--- src/rtl/core/tmf_pkg.sv ---
// Shared constants for the trimmed-mean sample filter.
package tmf_pkg;

  // Width of the filtered result field; results are truncated to this width.
  localparam int unsigned OUT_BITS = 12;

  // Narrowest width that holds the numbers 0 .. n-1, at least one bit.
  function automatic int unsigned idx_bits(input int unsigned n);
    int unsigned b;
    b = 1;
    while ((1 << b) < n) b = b + 1;
    return b;
  endfunction

endpackage

--- src/rtl/core/tmf_channels.sv ---
// Valid/ready channel interfaces for filter samples and filter results.
interface tmf_sample_if #(
  parameter int SAMPLE_BITS = 12
);
  logic                   valid;
  logic                   ready;
  logic [SAMPLE_BITS-1:0] sample;

  modport source (output valid, output sample, input ready);
  modport sink (input valid, input sample, output ready);
endinterface

interface tmf_result_if
  import tmf_pkg::*;
();
  logic                valid;
  logic                ready;
  logic [OUT_BITS-1:0] filtered;

  modport source (output valid, output filtered, input ready);
  modport sink (input valid, input filtered, output ready);
endinterface

--- src/rtl/core/trimmed_mean_sample_filter_top.sv ---
// Top level of the trimmed-mean sample filter: window min/max tracking and quotient sum.
// The filter takes one converter sample per clock cycle in sustained operation and groups
// the samples into windows of WINDOW consecutive samples. Each sample is divided by
// WINDOW-2 with truncation, and the quotients are summed; when the last sample of a
// window arrives, the quotients of one smallest and one largest sample are subtracted and
// the result is offered on the output channel as one transaction. All other samples produce
// no output transaction. A sample passes an input register, then a stage that forms its
// quotient with one constant-reciprocal multiplier, and is folded into the running state
// by the accumulate stage; when a window's last sample fires there, its result is loaded
// into the output register. The rate of one sample per cycle is set by that single
// multiplier and the accumulate stage, both of which are fully pipelined. The result sits
// in its own output register, so samples keep flowing while a result waits; the input
// stalls only when a window's last sample reaches the accumulate stage while the previous
// result has not yet been taken. Results are truncated to 12 bits. Reset is synchronous
// and active low and needs no clearing pass; the input is not ready while reset is held.
module trimmed_mean_sample_filter_top
  import tmf_pkg::*;
#(
  parameter int WINDOW      = 9,
  parameter int SAMPLE_BITS = 12
) (
  input  logic         clk,
  input  logic         rst_n,
  tmf_sample_if.sink   in_ch,
  tmf_result_if.source out_ch
);

  // Divisor and exact reciprocal for floor(s / KEPT) over all SAMPLE_BITS-bit values.
  localparam int unsigned KEPT     = WINDOW - 2;
  localparam int unsigned KEPT_LOG = (KEPT > 1) ? idx_bits(KEPT) : 0;
  localparam int unsigned SHIFT    = SAMPLE_BITS + KEPT_LOG;
  localparam int unsigned RECIP_B  = SHIFT + 1;
  localparam int unsigned PROD_B   = SAMPLE_BITS + RECIP_B;
  localparam longint unsigned RECIP = ((64'd1 << SHIFT) + KEPT - 1) / KEPT;

  localparam int unsigned CNT_BITS = idx_bits(WINDOW);
  localparam int unsigned SUM_BITS = SAMPLE_BITS + idx_bits(WINDOW);
  localparam int unsigned TRIM_B   = (SUM_BITS > OUT_BITS) ? SUM_BITS : OUT_BITS;

  localparam logic [SAMPLE_BITS-1:0] MIN_INIT  = '1;
  localparam logic [SAMPLE_BITS-1:0] QMIN_INIT = SAMPLE_BITS'(((64'd1 << SAMPLE_BITS) - 1) / KEPT);
  localparam logic [CNT_BITS-1:0]    LAST_CNT  = CNT_BITS'(WINDOW - 1);

  // Input register.
  logic                   a_vld_r;
  logic [SAMPLE_BITS-1:0] a_s_r;

  // Quotient stage.
  logic                   b_vld_r;
  logic [SAMPLE_BITS-1:0] b_s_r;
  logic [SAMPLE_BITS-1:0] b_q_r;

  // Window state.
  logic [CNT_BITS-1:0]    cnt_r;
  logic [SUM_BITS-1:0]    sum_r;
  logic [SAMPLE_BITS-1:0] min_r;
  logic [SAMPLE_BITS-1:0] max_r;
  logic [SAMPLE_BITS-1:0] qmin_r;
  logic [SAMPLE_BITS-1:0] qmax_r;

  // Output register.
  logic                out_vld_r;
  logic [OUT_BITS-1:0] out_d_r;

  logic                   out_free;
  logic                   b_last;
  logic                   b_fire;
  logic                   b_take;
  logic                   a_move;
  logic                   in_take;
  logic [PROD_B-1:0]      prod;
  logic [SAMPLE_BITS-1:0] a_q;
  logic                   new_min;
  logic                   new_max;
  logic [SAMPLE_BITS-1:0] min_nxt;
  logic [SAMPLE_BITS-1:0] max_nxt;
  logic [SAMPLE_BITS-1:0] qmin_nxt;
  logic [SAMPLE_BITS-1:0] qmax_nxt;
  logic [SUM_BITS-1:0]    sum_nxt;
  logic [TRIM_B-1:0]      trimmed;

  // Handshake chain: the accumulate stage holds only a window's last sample, and only
  // while the output register still carries an untaken result.
  assign out_free = !out_vld_r || out_ch.ready;
  assign b_last   = (cnt_r == LAST_CNT);
  assign b_fire   = b_vld_r && (!b_last || out_free);
  assign b_take   = !b_vld_r || b_fire;
  assign a_move   = a_vld_r && b_take;
  assign in_take  = in_ch.valid && in_ch.ready;

  assign in_ch.ready     = rst_n && (!a_vld_r || b_take);
  assign out_ch.valid    = out_vld_r;
  assign out_ch.filtered = out_d_r;

  // Truncating division by the kept-sample count as a multiply and shift.
  assign prod = PROD_B'(a_s_r) * PROD_B'(RECIP);
  assign a_q  = prod[SHIFT +: SAMPLE_BITS];

  // Strict compares, so only one copy of an extreme value is ever replaced.
  always_comb begin
    new_min  = (b_s_r < min_r);
    new_max  = (b_s_r > max_r);
    min_nxt  = new_min ? b_s_r : min_r;
    qmin_nxt = new_min ? b_q_r : qmin_r;
    max_nxt  = new_max ? b_s_r : max_r;
    qmax_nxt = new_max ? b_q_r : qmax_r;
    sum_nxt  = sum_r + SUM_BITS'(b_q_r);
    trimmed  = TRIM_B'(sum_nxt) - TRIM_B'(qmin_nxt) - TRIM_B'(qmax_nxt);
  end

  always_ff @(posedge clk) begin
    if (!rst_n) begin
      a_vld_r   <= 1'b0;
      b_vld_r   <= 1'b0;
      out_vld_r <= 1'b0;
      cnt_r     <= '0;
      sum_r     <= '0;
      min_r     <= MIN_INIT;
      max_r     <= '0;
      qmin_r    <= QMIN_INIT;
      qmax_r    <= '0;
    end else begin
      if (in_take) begin
        a_vld_r <= 1'b1;
      end else if (a_move) begin
        a_vld_r <= 1'b0;
      end

      if (b_take) begin
        b_vld_r <= a_vld_r;
      end

      if (b_fire && b_last) begin
        out_vld_r <= 1'b1;
      end else if (out_vld_r && out_ch.ready) begin
        out_vld_r <= 1'b0;
      end

      if (b_fire) begin
        if (b_last) begin
          cnt_r     <= '0;
          sum_r     <= '0;
          min_r     <= MIN_INIT;
          max_r     <= '0;
          qmin_r    <= QMIN_INIT;
          qmax_r    <= '0;
        end else begin
          cnt_r  <= cnt_r + 1'b1;
          sum_r  <= sum_nxt;
          min_r  <= min_nxt;
          max_r  <= max_nxt;
          qmin_r <= qmin_nxt;
          qmax_r <= qmax_nxt;
        end
      end
    end
  end

  // Payload registers carry no reset.
  always_ff @(posedge clk) begin
    if (in_take) begin
      a_s_r <= in_ch.sample;
    end
    if (a_move) begin
      b_s_r <= a_s_r;
      b_q_r <= a_q;
    end
    if (b_fire && b_last) begin
      out_d_r <= trimmed[OUT_BITS-1:0];
    end
  end

endmodule

--- src/flat_wrapper.sv ---
// flat-port wrapper written by rule: the top's interface ports become plain ports
module trimmed_mean_sample_filter_top_flat import tmf_pkg::*;
#(
  parameter int WINDOW      = 9,
  parameter int SAMPLE_BITS = 12
)
  (clk, rst_n, in_ch_valid, in_ch_sample, in_ch_ready, out_ch_valid, out_ch_filtered, out_ch_ready);
  tmf_sample_if #(.SAMPLE_BITS(SAMPLE_BITS)) in_ch_i ();
  tmf_result_if out_ch_i ();
  input  logic clk;
  input  logic rst_n;
  input wire logic [$bits(in_ch_i.valid)-1:0] in_ch_valid;
  input wire logic [$bits(in_ch_i.sample)-1:0] in_ch_sample;
  output wire logic [$bits(in_ch_i.ready)-1:0] in_ch_ready;
  output wire logic [$bits(out_ch_i.valid)-1:0] out_ch_valid;
  output wire logic [$bits(out_ch_i.filtered)-1:0] out_ch_filtered;
  input wire logic [$bits(out_ch_i.ready)-1:0] out_ch_ready;
  assign in_ch_i.valid = in_ch_valid;
  assign in_ch_i.sample = in_ch_sample;
  assign in_ch_ready = in_ch_i.ready;
  assign out_ch_valid = out_ch_i.valid;
  assign out_ch_filtered = out_ch_i.filtered;
  assign out_ch_i.ready = out_ch_ready;
  trimmed_mean_sample_filter_top #(.WINDOW(WINDOW), .SAMPLE_BITS(SAMPLE_BITS)) u_core (.clk(clk), .rst_n(rst_n), .in_ch(in_ch_i), .out_ch(out_ch_i));
endmodule
--- config.mk ---
export PLATFORM = sky130hd
export DESIGN_NAME = trimmed_mean_sample_filter_top_flat
export DESIGN_NICKNAME = d
export VERILOG_FILES = /design/src/rtl/core/tmf_pkg.sv /design/src/rtl/core/tmf_channels.sv /design/src/rtl/core/trimmed_mean_sample_filter_top.sv /design/src/flat_wrapper.sv
export SDC_FILE = /design/constraint.sdc
export NUM_CORES = 1
export LEC_CHECK = 0
export ABC_AREA = 1
export BUFFER_PORTS_ARGS = -buffer_cell sky130_fd_sc_hd__buf_2
export CAP_MARGIN = 25
export CORE_MARGIN = 4
export CORE_UTILIZATION = 30
export DETAILED_ROUTE_END_ITERATION = 8
export PLACE_DENSITY = 0.45
export SLEW_MARGIN = 5
export SYNTH_ARGS = -nofsm -noshare
export SYNTH_HDL_FRONTEND = slang
export SYNTH_SLANG_ARGS = --single-unit
export TNS_END_PERCENT = 30
--- constraint.sdc ---
create_clock -name clk -period 11 [get_ports clk]
set_input_delay 2.75 -clock clk [delete_from_list [all_inputs] [get_ports clk]]
set_output_delay 2.75 -clock clk [all_outputs]
set_load 0.02 [all_outputs]
Word level (Yosys, flattened, before mapping)
Index checks and enable logic that the tools add are counted. W data, S select, Z words.

Logic and storage cells: 55. Bits in registers: 117. Output and inout bits: 14.

Multipliers: 1. $lt $le $gt $ge: 2. Equal/unequal tests: 1. Reductions and logical operators: 20. Muxes and demuxes: 14. Add/sub/neg operators: 4.

Operators with widths (number): $mux W12 (8); $mul A12 B12 Y24 const B (1); $sub A12 B12 Y12 (2); $add A16 B10 Y16 (1); $mux W16 (1); $gt A12 B12 Y1 (1); $lt A12 B12 Y1 (1); $reduce_bool A2 Y1 (4); $logic_and A1 B1 Y1 (6); $add A4 B1 Y4 const B (1); $eq A4 B4 Y1 const B (1); $logic_not A1 Y1 (4); $logic_or A1 B1 Y1 (4); $mux W1 (4); $mux W4 (1); $reduce_and A2 Y1 (2).

Logic depth before layout (Yosys ltp)
Gate-level depths: netlist of run 1.

Depth in word-level cells: 9. Mapped depth: 24. Depth with buffers taken out: 23.

Worst setup path after synthesis of run 1
Ideal clock, no wire load.

Path type: input to output. Start point: input out_ch_ready. End point: output in_ch_ready. Buffers on the path: 0. Arrival time: 3.401 ns. Data required time: 8.250 ns. Slack: 4.849 ns. Stages: 8. Path through: nor2_1 nand2_2 nor2_1 inv_1 nor2_1 inv_1 nand2_1 inv_1.

Cells in the longest elaborated chain, start to end: 6.

Ends and longest elaborated chain: start, declared (RTL line flat_wrapper.sv:17) `input wire logic [$bits(out_ch_i.ready)-1:0] out_ch_ready;`; $logic_or A1 B1 Y1 (RTL line trimmed_mean_sample_filter_top.sv:84) `assign out_free = !out_vld_r || out_ch.ready;`; $logic_or A1 B1 Y1 (RTL line trimmed_mean_sample_filter_top.sv:86) `assign b_fire = b_vld_r && (!b_last || out_free);`; $logic_and A1 B1 Y1 (RTL line trimmed_mean_sample_filter_top.sv:86); $logic_or A1 B1 Y1 (RTL line trimmed_mean_sample_filter_top.sv:87) `assign b_take = !b_vld_r || b_fire;`; $logic_or A1 B1 Y1 (RTL line trimmed_mean_sample_filter_top.sv:91) `assign in_ch.ready = rst_n && (!a_vld_r || b_take);`; $logic_and A1 B1 Y1 (RTL line trimmed_mean_sample_filter_top.sv:91); end, declared (RTL line flat_wrapper.sv:14) `output wire logic [$bits(in_ch_i.ready)-1:0] in_ch_ready;`.

Every way passes these cells.

Worst setup path after layout of run 1
Same ends and word-level chain as after synthesis.

==> flow_metrics.env, run 1 <==
export IMPL_power_density_mw_per_mm2=205
export IMPL_wirelength_um=17900
export IMPL_dpl_hpwl_um=13800
export IMPL_start_kind="primary input"
export IMPL_skew_ps=12.4
export IMPL_maxCapViolCount=0
export IMPL_crit_path_top_delay_cell="nand2_1"
export IMPL_grt_pass1_vias=5954
export IMPL_hold_violations=0
export IMPL_fin_nets=1118
export IMPL_grt_pass1_wl_um=30500
export IMPL_path_cells="buf_2 > nor2_1 > nand2_2 > nor2_1 > inv_1 > nor2_1 > inv_1 > nand2_1 > inv_1 > buf_2"
export IMPL_p_clk_share_pct=31.6
export IMPL_ys_seq_elements=113
export IMPL_ys_warn_count=0
export IMPL_die_x_um=172
export IMPL_synth_flop_cell="dfxtp_1"
export IMPL_track_usage_pct=13.0
export IMPL_timing_rr_start="u_core.a_s_r[4]"
export IMPL_setup_viol_count_final=0
export IMPL_ioPinCount=30
export IMPL_synth_compound_area_share_pct=13.1
export IMPL_swShare_pct=36.8
export IMPL_cts_tree="yes"
export IMPL_combinationalPowerShare_pct=40.3
export IMPL_worst_hold_slack_ps=457
export IMPL_cp_arrival_ps=3850
export IMPL_rows=59
export IMPL_gp_congestion=0.780
export IMPL_cts_resized=0
export IMPL_die_h_um=172
export IMPL_cts_root_buf="clkbuf_16"
export IMPL_avgViaCountPerCell=4.50
export IMPL_synth_cell_types=48
export IMPL_seq_area_mm2=0.00272
export IMPL_fin_setup_tns_ps=0
export IMPL_drtIter0Drc=265
export IMPL_fmax_ghz=0.152
export IMPL_critPathTopFamily="simple AND/OR/NAND/NOR gates"
export IMPL_place_area_mm2=0.00858
export IMPL_relSlewSlack_pct=41.3
export IMPL_wl_per_cell_um=13.7
export IMPL_synth_area_per_cell_um2=8.80
export IMPL_fillerInstances=2702
export IMPL_post_cts_buffers=0
export IMPL_core_mm2=0.0264
export IMPL_synthSimpleGateAreaFrac_pct=14.1
export IMPL_clock_latency_ps=420
export IMPL_period_share_pct=60.0
export IMPL_hold_buffers=0
export IMPL_antenna_found_initial=0
export IMPL_end_kind="output pin"
export IMPL_p_leak_nw=4.37
export IMPL_p_sw_w=0.000694
export IMPL_fin_ws_ps=4400
export IMPL_cts_num_sinks=113
export IMPL_holdCritStartpoint="u_core.qmax_r[10]"
export IMPL_crit_required_ps=8250
export IMPL_grt_max_degree=44
export IMPL_yosys_area_share_xor_xnor_pct=2.81
export IMPL_drive_gt1_share_pct=11.8
export IMPL_asyncSetResetFlopFracSynth_pct=0
export IMPL_clk_pin_slew_ps=50
export IMPL_cts_buffer_depth=2
export IMPL_p_seq_share_pct=28.1
export IMPL_crit_fanout=3
export IMPL_syn_area_mm2=0.00811
export IMPL_hp_class="reg2reg"
export IMPL_fin_crit_ps=6600
export IMPL_ir_drop_mv=0.0829
export IMPL_multi_input_area_mm2=0.00454
export IMPL_critPathKind="in2out"
export IMPL_start_util_pct=30.8
export IMPL_drc=0
export IMPL_syn_inst=922
export IMPL_synth_adder_area_share_pct=25.5
export IMPL_intPower_w=0.00119
export IMPL_port_buffers=29
export IMPL_synth_nets=1085
export IMPL_synth_mux_area_share_pct=0.494
export IMPL_ant_nets=0
export IMPL_dr_total_vias=5867
export IMPL_htreeDepth=4
export IMPL_numCtsBuffers=17
export IMPL_grt_overflow_total=0
export IMPL_num_antenna_cells=0
export IMPL_dp_slack_ps=4420
export IMPL_power_w=0.00188
export IMPL_worst_pin_slew_ps=880
export IMPL_crit_buf_inv=5
export IMPL_synth_edff_count=46
export IMPL_final_cell_area_mm2=0.00921
export IMPL_synth_top_family_by_area="adder cells"
export IMPL_rsz0062_at_grt="false"
export IMPL_slowest_delay_ps=200
export IMPL_startpoint="out_ch_ready"
export IMPL_die_area_mm2=0.0297
export IMPL_area_growth_pct=13.5
export IMPL_status="complete, no violations"
export IMPL_yosysSeqAreaShare_pct=33.6
export IMPL_drt_pass1_iterations=4
export IMPL_slew_violations=0
[power groups by stage]
| stage | registers [W] | clock network (W) | logic, W |
|---|---|---|---|
| after global routing | 0.000532 | 0.000637 | 0.000885 |
| after CTS | 0.000529 | 0.000617 | 0.000774 |
| after detailed placement | 0.000538 | 0 | 0.000769 |
| after floorplan | 0.000527 | 0 | 0.000591 |
| final | 0.000529 | 0.000596 | 0.000760 |
| after global placement | 0.000539 | 0 | 0.000765 |
[stage by stage]
step                      cells  util [%]
final                      1303      34.9
after global routing       1303      34.9
after CTS                  1303      34.9
after detailed placement   1271      32.5
after global placement     1270      32.5
after floorplan             922         -
[worst register-to-register path, stage by stage (launching register included)]
cell and delay (ps):
edfxtp_1 520, ha_1 380, inv_1 70, fa_1 490, fa_1 550, inv_1 60
fa_1 490, ha_1 330, a21oi_1 180, o21ai_0 110, inv_1 60, nand2_1 50
a21oi_1 260, nor2_1 120, nand2_1 80, nand3_1 90, xor2_1 160
[cell usage in the layout (no fill, tap or decap), types with 3 or more instances in the layout]
master and instances:
nand2_2 8, o221ai_1 12, a21o_1 7, o21ai_0 20, mux2i_1 4, dfxtp_1 67, clkinvlp_4 3, o21ai_1 7
o22ai_2 10, clkinv_4 5, o22ai_1 15, nand3_1 43, fa_1 30, o21ai_2 14, nand4_1 4, bufinv_16 4
ha_1 117, nor2_1 57, edfxtp_1 46, a21oi_1 60, nand2_1 129, inv_1 187, inv_2 4, clkbuf_16 17
xnor2_1 8, xor2_1 18, nand2_4 5, buf_2 29, a31oi_1 4, nor3_1 4
[area by class of cell]
cell class,instances,share of cell area [%]
clock buffers,17,4.62
clock inverters,15,2.26
flip-flops and latches,113,29.6
inverters,195,8.02
well taps,335,4.55
multi-input cells,597,49.3
repair buffers,31,1.74
[Yosys cell counts, types with 3 or more instances]
| master | count | area share, % |
|---|---|---|
| inv_1 | 187 | 8.7 |
| nand2_1 | 129 | 6.0 |
| ha_1 | 117 | 18 |
| dfxtp_1 | 67 | 17 |
| a21oi_1 | 60 | 3.7 |
| nor2_1 | 57 | 2.6 |
| edfxtp_1 | 46 | 17 |
| nand3_1 | 43 | 2.7 |
| fa_1 | 30 | 7.4 |
| o21ai_0 | 20 | 1.2 |
| xor2_1 | 18 | 1.9 |
| o22ai_1 | 15 | 1.2 |
| o21ai_2 | 14 | 1.5 |
| o221ai_1 | 12 | 1.3 |
| o22ai_2 | 10 | 1.5 |
| clkbuf_1 | 8 | 0.37 |
| nand2_2 | 8 | 0.62 |
| xnor2_1 | 8 | 0.86 |
| a21o_1 | 7 | 0.65 |
| o21ai_1 | 7 | 0.43 |
| nand2_4 | 5 | 0.69 |
| a31oi_1 | 4 | 0.31 |
| inv_2 | 4 | 0.19 |
| mux2i_1 | 4 | 0.49 |
| nand4_1 | 4 | 0.31 |
| nor3_1 | 4 | 0.25 |
| buf_2 | 3 | 0.19 |
| buf_6 | 3 | 0.42 |
[worst paths after layout]
path	end	slack (ps)	cells after the start
setup / recovery	in_ch_ready	4400	10
setup reg to reg	u_core.b_q_r[9]	6730	16
hold reg to reg	u_core.qmax_r[10]	460	2
hold / removal	u_core.qmax_r[10]	460	2
[layer usage]
| metal | up-vias | wire length, µm | track usage (%) |
|---|---|---|---|
| li1 | 3120 | - | - |
| met1 | 2680 | 9110 | 17.9 |
| met2 | 56 | 8140 | 21.2 |
| met3 | 11 | 404 | 2.24 |
| met4 | 0 | 218 | 3.76 |
| met5 | - | 0 | 0 |
[kinds of logic (layout without fill, tap and decap cells)]
logic type	count (synthesis)	count (layout)
and+or+nand+nor	258	258
DFF	113	113
xor gates and xnor gates	26	26
adders and majority gates	147	147
buffers and inverters	212	258
muxes	4	4
AOI/OAI and AO/OA	162	162
[flip-flops by register name, indices dropped and copies added (netlist names), 4 cells and up]
| signal | cells |
|---|---|
| u_core.out_ch.filtered | 12 |
| u_core.max_r | 12 |
| u_core.qmin_r | 12 |
| u_core.cnt_r | 4 |
| u_core.qmax_r | 12 |
| u_core.b_q_r | 10 |
| u_core.sum_r | 12 |
| u_core.a_s_r | 12 |
| u_core.min_r | 12 |
| u_core.b_s_r | 12 |
Note: power is estimated with default switching activity, not from simulation.
==> inputs of run 2 (changes only) <==
Settings changed: ABC_AREA 1 to 0, PLACE_DENSITY 0.45 to 0.46.
Clock period 11 ns to 6 ns, I/O delays scaled along.
==> run 2 against run 1 <==
Compared with the run above: synthesized area fell by 5.6%; routed wire length fell by 7.8%; first-iteration DRC count fell by 6.4%; largest power group unchanged.
==> flow_metrics.env, run 2 <==
export IMPL_grt_max_degree=50
export IMPL_synth_most_common_cell="ha_1"
export IMPL_grt_pass1_vias=5232
export IMPL_cp_arrival_ps=4710
export IMPL_crit_fanout=15
export IMPL_hold_path_depth=2
export IMPL_p_sw_w=0.00112
export IMPL_num_antenna_cells=0
export IMPL_wl_met2_um=7460
export IMPL_avgViaCountPerCell=4.68
export IMPL_clk_pin_slew_ps=60
export IMPL_holdPathEnd="u_core.qmin_r[3]"
export IMPL_rsz0062_at_grt="false"
export IMPL_path_cells="ha_1 > nor2b_1 > o211ai_1 > a211o_1 > a31oi_2 > buf_4 > mux2i_1 > fa_1 > ha_1 > o21ai_0 > o21bai_1 > a21oi_2 > nor3_2 > o41ai_4 > xnor2_1 > xnor3_1"
export IMPL_synth_area_per_cell_um2=10.3
export IMPL_synth_area_leaders="ha_1 (19%), edfxtp_1 (18%), dfxtp_1 (18%)"
export IMPL_gp_congestion=0.764
export IMPL_wl_per_cell_um=14.7
export IMPL_r2r_slack_ps=1450
export IMPL_ioPinCount=30
export IMPL_place_area_mm2=0.00821
export IMPL_intPower_w=0.00230
export IMPL_numCtsBuffers=17
export IMPL_rows=58
export IMPL_die_h_um=168
export IMPL_dp_slack_ps=1410
export IMPL_slew_violations=0
export IMPL_path_common_cell="ha_1"
export IMPL_hold_violations=0
export IMPL_grt_pass1_wl_um=27500
export IMPL_dr_total_vias=5247
export IMPL_fmax_ghz=0.220
export IMPL_period_share_pct=75.9
export IMPL_port_buffers=29
export IMPL_die_x_um=168
export IMPL_slowest_delay_ps=480
export IMPL_p_leak_nw=3.92
export IMPL_wirelength_um=16500
export IMPL_dpl_hpwl_um=12400
export IMPL_drtIter0Drc=248
export IMPL_p_clk_share_pct=33.5
export IMPL_hold_buffers=0
export IMPL_status="complete, no violations"
export IMPL_drt_met1_wl_um=8530
export IMPL_startpoint="u_core.b_s_r[1]"
export IMPL_area_growth_pct=16.0
export IMPL_multi_input_area_mm2=0.00453
export IMPL_post_cts_buffers=0
export IMPL_final_cell_area_mm2=0.00888
export IMPL_wl_met3_um=359
export IMPL_ys_seq_elements=113
export IMPL_fin_util_pct=35.3
export IMPL_hp_class="reg2reg"
export IMPL_fillerInstances=2567
export IMPL_syn_area_mm2=0.00765
export IMPL_rr_worst_depth=16
export IMPL_synth_top_area_cell="ha_1"
export IMPL_cts_num_sinks=113
export IMPL_layout_common_cells="ha_1 (117), inv_1 (87), dfxtp_1 (67)"
export IMPL_swShare_pct=32.8
export IMPL_ys_top_cells_by_count="ha_1 (117), inv_1 (87), dfxtp_1 (67), edfxtp_1 (46), nand2_1 (46)"
export IMPL_worst_pin_slew_ps=980
export IMPL_fin_crit_ps=4550
export IMPL_cts_buffer_depth=2
export IMPL_synth_flop_cell="dfxtp_1"
export IMPL_fin_ws_ps=1450
export IMPL_yosys_area_top_type_share_pct=19.1
export IMPL_start_kind="flop"
export IMPL_core_mm2=0.0251
export IMPL_cts_resized=0
export IMPL_worstReg2RegEnd="u_core.out_ch.filtered[11]"
export IMPL_maxCapViolCount=0
export IMPL_drc=0
export IMPL_syn_inst=740
export IMPL_crit_required_ps=6150
export IMPL_crit_path_top_delay_cell="edfxtp_1"
export IMPL_setup_viol_count_final=0
export IMPL_top_layer="met4"
export IMPL_synth_cell_types=54
export IMPL_antenna_found_initial=0
export IMPL_combinationalPowerShare_pct=38.3
export IMPL_cts_tree="yes"
export IMPL_p_seq_share_pct=28.2
export IMPL_ant_nets=0
export IMPL_asyncSetResetFlopFracSynth_pct=0
export IMPL_power_density_mw_per_mm2=386
export IMPL_ys_warn_count=0
export IMPL_track_usage_pct=12.2
export IMPL_drt_pass1_iterations=4
export IMPL_drive_gt1_share_pct=10.2
export IMPL_fin_setup_tns_ps=0
export IMPL_yosysSeqAreaShare_pct=35.6
export IMPL_synth_nets=903
export IMPL_grt_overflow_total=0
export IMPL_ir_drop_mv=0.169
export IMPL_end_kind="flop"
export IMPL_relSlewSlack_pct=34.7
export IMPL_power_w=0.00343
export IMPL_start_util_pct=30.5
export IMPL_die_area_mm2=0.0281
export IMPL_htreeDepth=4
export IMPL_skew_ps=16.3
export IMPL_seq_area_mm2=0.00272
export IMPL_synth_edff_count=46
export IMPL_mostFrequentLayoutCell="ha_1"
export IMPL_timing_rr_start="u_core.b_s_r[1]"
export IMPL_clock_latency_ps=410
export IMPL_cts_root_buf="clkbuf_16"
export IMPL_critPathKind="reg2reg"
export IMPL_fin_nets=942
export IMPL_holdCritStartpoint="u_core.qmin_r[3]"
run 2: power by group through the flow:
stage,Sequential [W],Clock (W),Combinational [W]
floorplan,0.000962,0,0.00105
global placement,0.000982,0,0.00132
detailed placement,0.000983,0,0.00132
CTS,0.000967,0.00118,0.00134
global route,0.000975,0.00122,0.00152
finish,0.000966,0.00115,0.00131
run 2: how the worst max path moves through the flow:
stage	end	slack [ps]	cells after the start
6_report	u_core.out_ch.filtered[11]	1450	16
5_1_grt	u_core.out_ch.filtered[11]	1180	16
4_1_cts	u_core.out_ch.filtered[11]	1400	16
3_5_place_dp	u_core.out_ch.filtered[11]	1410	16
3_3_place_gp	u_core.out_ch.filtered[11]	1490	16
2_1_floorplan	u_core.out_ch.filtered[11]	1710	16
run 2: layer usage:
| layer | GRT usage, % | vias to the layer above |
|---|---|---|
| met5 | 0 | - |
| met4 | 3.49 | 0 |
| met3 | 2.43 | 6 |
| met2 | 18.9 | 54 |
| met1 | 17.2 | 2470 |
| li1 | - | 2717 |
run 2: worst max-delay path, delay by kind of cell, from the launching register on:
kind            cells  cell delay [ps]
compound gates      7             1260
fa+ha+maj           3             1160
xor+xnor            2              550
flops               1              480
mux                 1              320
buf+inv             1              280
simple gates        2              230
run 2: area by class of cell:
cell class | instances | area share [%]
Multi-Input combinational cell | 522 | 51.1
Sequential cell | 113 | 30.7
Clock buffer | 20 | 5.16
Tap cell | 330 | 4.65
Inverter | 87 | 3.68
Timing Repair Buffer | 38 | 2.40
Clock inverter | 12 | 2.35
run 2: stage by stage:
stage	hold slack [ps]	instances
final	469	1122
after global placement	447	1090
after detailed placement	461	1090
after floorplan	431	740
after CTS	472	1122
after global routing	498	1122
run 2: cell families after synthesis:
kind of cell / Yosys count / share of synthesized area (%)
DFF: 113 / 35.6
adders and majority gates: 147 / 27.0
buffers and inverters: 105 / 5.26
muxes: 20 / 2.65
and+or+nand+nor: 158 / 10.7
xor gates and xnor gates: 31 / 3.73
AOI/OAI and AO/OA: 166 / 15.1
==> inputs of run 3 (changes only) <==
Settings changed: ABC_AREA 0 to 1.
Clock period 6 ns to 3.95 ns, I/O delays scaled along.
==> run 3 against run 2 <==
Compared with the run above: clock skew is 5.3 ps higher; non-clock buffer count rose by 33; hold slack worse by 14 ps; combinational power up 91%; via count increased by 17%; count of clock-buffer cells in the layout rose by 3; first-iteration DRC count rose by 13%; die area increased by 5.7%; register-to-register slack worse by 1300 ps; core utilization grew 1.3 points; maximum frequency up 18%; critical path type unchanged; largest cell class unchanged; highest routed layer unchanged.
==> flow_metrics.env, run 3 (synthesis gave the netlist of run 1 again) <==
export IMPL_rr_worst_depth=15
export IMPL_r2r_slack_ps=100
export IMPL_crit_path_top_delay_cell="fa_1"
export IMPL_slew_violations=0
export IMPL_p_seq_share_pct=26.2
export IMPL_fin_ws_ps=104
export IMPL_dpl_hpwl_um=14600
export IMPL_worst_pin_slew_ps=920
export IMPL_wirelength_um=18800
export IMPL_hold_buffers=0
export IMPL_ioPinCount=30
export IMPL_gp_congestion=0.885
export IMPL_status="complete, no violations"
export IMPL_fmax_ghz=0.260
export IMPL_drc=0
export IMPL_combinationalPowerShare_pct=45.1
export IMPL_port_buffers=29
export IMPL_htreeDepth=4
export IMPL_ant_nets=0
export IMPL_worst_hold_slack_ps=454
export IMPL_fillerInstances=2677
export IMPL_rows=59
export IMPL_grt_pass1_wl_um=31200
export IMPL_swShare_pct=36.4
export IMPL_p_clk_share_pct=28.6
export IMPL_wl_per_cell_um=14.0
export IMPL_power_w=0.00555
export IMPL_fin_cells=1343
export IMPL_cts_buffer_depth=2
export IMPL_area_growth_pct=19.0
export IMPL_dr_total_vias=6153
export IMPL_path_common_cell="ha_1"
export IMPL_cts_root_buf="clkbuf_16"
export IMPL_die_x_um=172
export IMPL_hp_class="reg2reg"
export IMPL_crit_required_ps=4100
export IMPL_power_density_mw_per_mm2=575
export IMPL_worstReg2RegEnd="u_core.b_q_r[8]"
export IMPL_timing_rr_start="u_core.a_s_r[9]"
export IMPL_start_kind="flop"
export IMPL_period_share_pct=97.4
export IMPL_placed_cells=1303
export IMPL_skew_ps=21.7
export IMPL_fin_nets=1158
export IMPL_grt_overflow_total=0
export IMPL_drive_gt1_share_pct=17.4
export IMPL_crit_fanout=3
export IMPL_core_mm2=0.0264
export IMPL_clk_pin_slew_ps=60
export IMPL_fin_setup_tns_ps=0
export IMPL_hold_path_depth=2
export IMPL_end_kind="flop"
export IMPL_p_sw_w=0.00202
export IMPL_antenna_found_initial=0
export IMPL_crit_buf_inv=3
export IMPL_layout_common_cells="inv_1 (187), nand2_1 (127), ha_1 (109)"
export IMPL_slowest_delay_ps=520
export IMPL_cts_tree="yes"
export IMPL_ir_drop_mv=0.231
export IMPL_holdCritStartpoint="u_core.qmax_r[10]"
export IMPL_dp_slack_ps=-10.1
export IMPL_mostFrequentLayoutCell="inv_1"
export IMPL_critPathTopFamily="adder cells"
export IMPL_critPathKind="reg2reg"
export IMPL_grt_max_degree=32
export IMPL_p_leak_nw=4.58
export IMPL_setup_viol_count_final=0
export IMPL_die_h_um=172
export IMPL_die_area_mm2=0.0297
export IMPL_numCtsBuffers=17
export IMPL_clock_latency_ps=420
export IMPL_rsz0062_at_grt="true"
export IMPL_grt_pass1_vias=6043
export IMPL_holdPathEnd="u_core.qmax_r[10]"
export IMPL_relSlewSlack_pct=38.6
export IMPL_num_antenna_cells=0
export IMPL_drtIter0Drc=280
export IMPL_cts_num_sinks=113
export IMPL_maxCapViolCount=0
export IMPL_fin_crit_ps=3850
export IMPL_path_cells="ha_1 > ha_1 > fa_1 > inv_1 > fa_1 > inv_1 > ha_1 > a21oi_1 > o21ai_0 > nand2_1 > o211ai_1 > buf_4 > nand3b_1 > o211ai_1 > xor2_1"
export IMPL_avgViaCountPerCell=4.58
export IMPL_drt_pass1_iterations=6
export IMPL_track_usage_pct=13.4
export IMPL_cp_arrival_ps=3990
export IMPL_start_util_pct=30.8
export IMPL_intPower_w=0.00353
export IMPL_hold_violations=0
-- run 3: cell types whose count changed in the layout (fill, tap and decap cells not counted), sizes merged, moves of 33 or more --
cell   delta
nand2    +96
nor2     +42
nand3    +37
nor2b    -44
a22oi    -37
buf      +33
inv     +106
-- run 3: metrics by stage --
step                      utilization [%]  instance area (µm²)
after floorplan                         -                 8110
after global placement               33.5                 8830
after detailed placement             33.5                 8830
after CTS                            35.8                 9450
after global routing                 36.6                 9650
final                                36.6                 9650
-- run 3: worst max-delay path by stage --
stage / start / to / slack, ps / cells after the start
floorplan: u_core.a_s_r[2] / u_core.b_q_r[8] / 190 / 14
detailed placement: u_core.a_s_r[1] / u_core.b_q_r[8] / -10 / 14
CTS: u_core.a_s_r[1] / u_core.b_q_r[8] / 20 / 15
global placement: u_core.a_s_r[1] / u_core.b_q_r[8] / 90 / 14
finish: u_core.a_s_r[9] / u_core.b_q_r[8] / 100 / 15
global route: u_core.b_s_r[9] / u_core.out_ch.filtered[11] / -10 / 19
-- run 3: metal layers --
layer,vias to the layer above,GRT usage (%),share of wire (%),routed length [µm]
met5,-,0,0,0
met4,0,3.93,1.6,305
met3,23,2.03,2.5,477
met2,78,22.0,46,8710
met1,2858,18.2,50,9300
li1,3194,-,-,-
-- run 3: what timing repair did --
action | in CTS | in global routing
buffers inserted | 1 | 6
endpoints found under the setup margin | 1 | 12
gates resized for setup | 0 | 27
pin swaps | 1 | 10
hold endpoints to repair | 0 | 0
-- run 3: cell type report --
cell class	instances	area [µm²]	area share, %
multi-input combinational	597	4690	48.6
sequential	113	2720	28.2
inverter	195	738	7.65
clock buffer	23	510	5.29
timing repair buffer	71	473	4.90
tap	335	419	4.34
clock inverter	9	100	1.04
-- run 3: worst min-delay path: cells and delay by family, from the launching register on --
kind | cells | cell delay, ps
simple gates | 1 | 70
flops | 1 | 310
buf+inv | 1 | 30
-- run 3: power by group through the flow --
stage / clock, W / combinational [W] / sequential, W
2_1_floorplan: 0 / 0.00165 / 0.00147
3_3_place_gp: 0 / 0.00227 / 0.00148
3_5_place_dp: 0 / 0.00227 / 0.00148
4_1_cts: 0.00163 / 0.00230 / 0.00145
5_1_grt: 0.00168 / 0.00285 / 0.00146
6_report: 0.00159 / 0.00250 / 0.00146
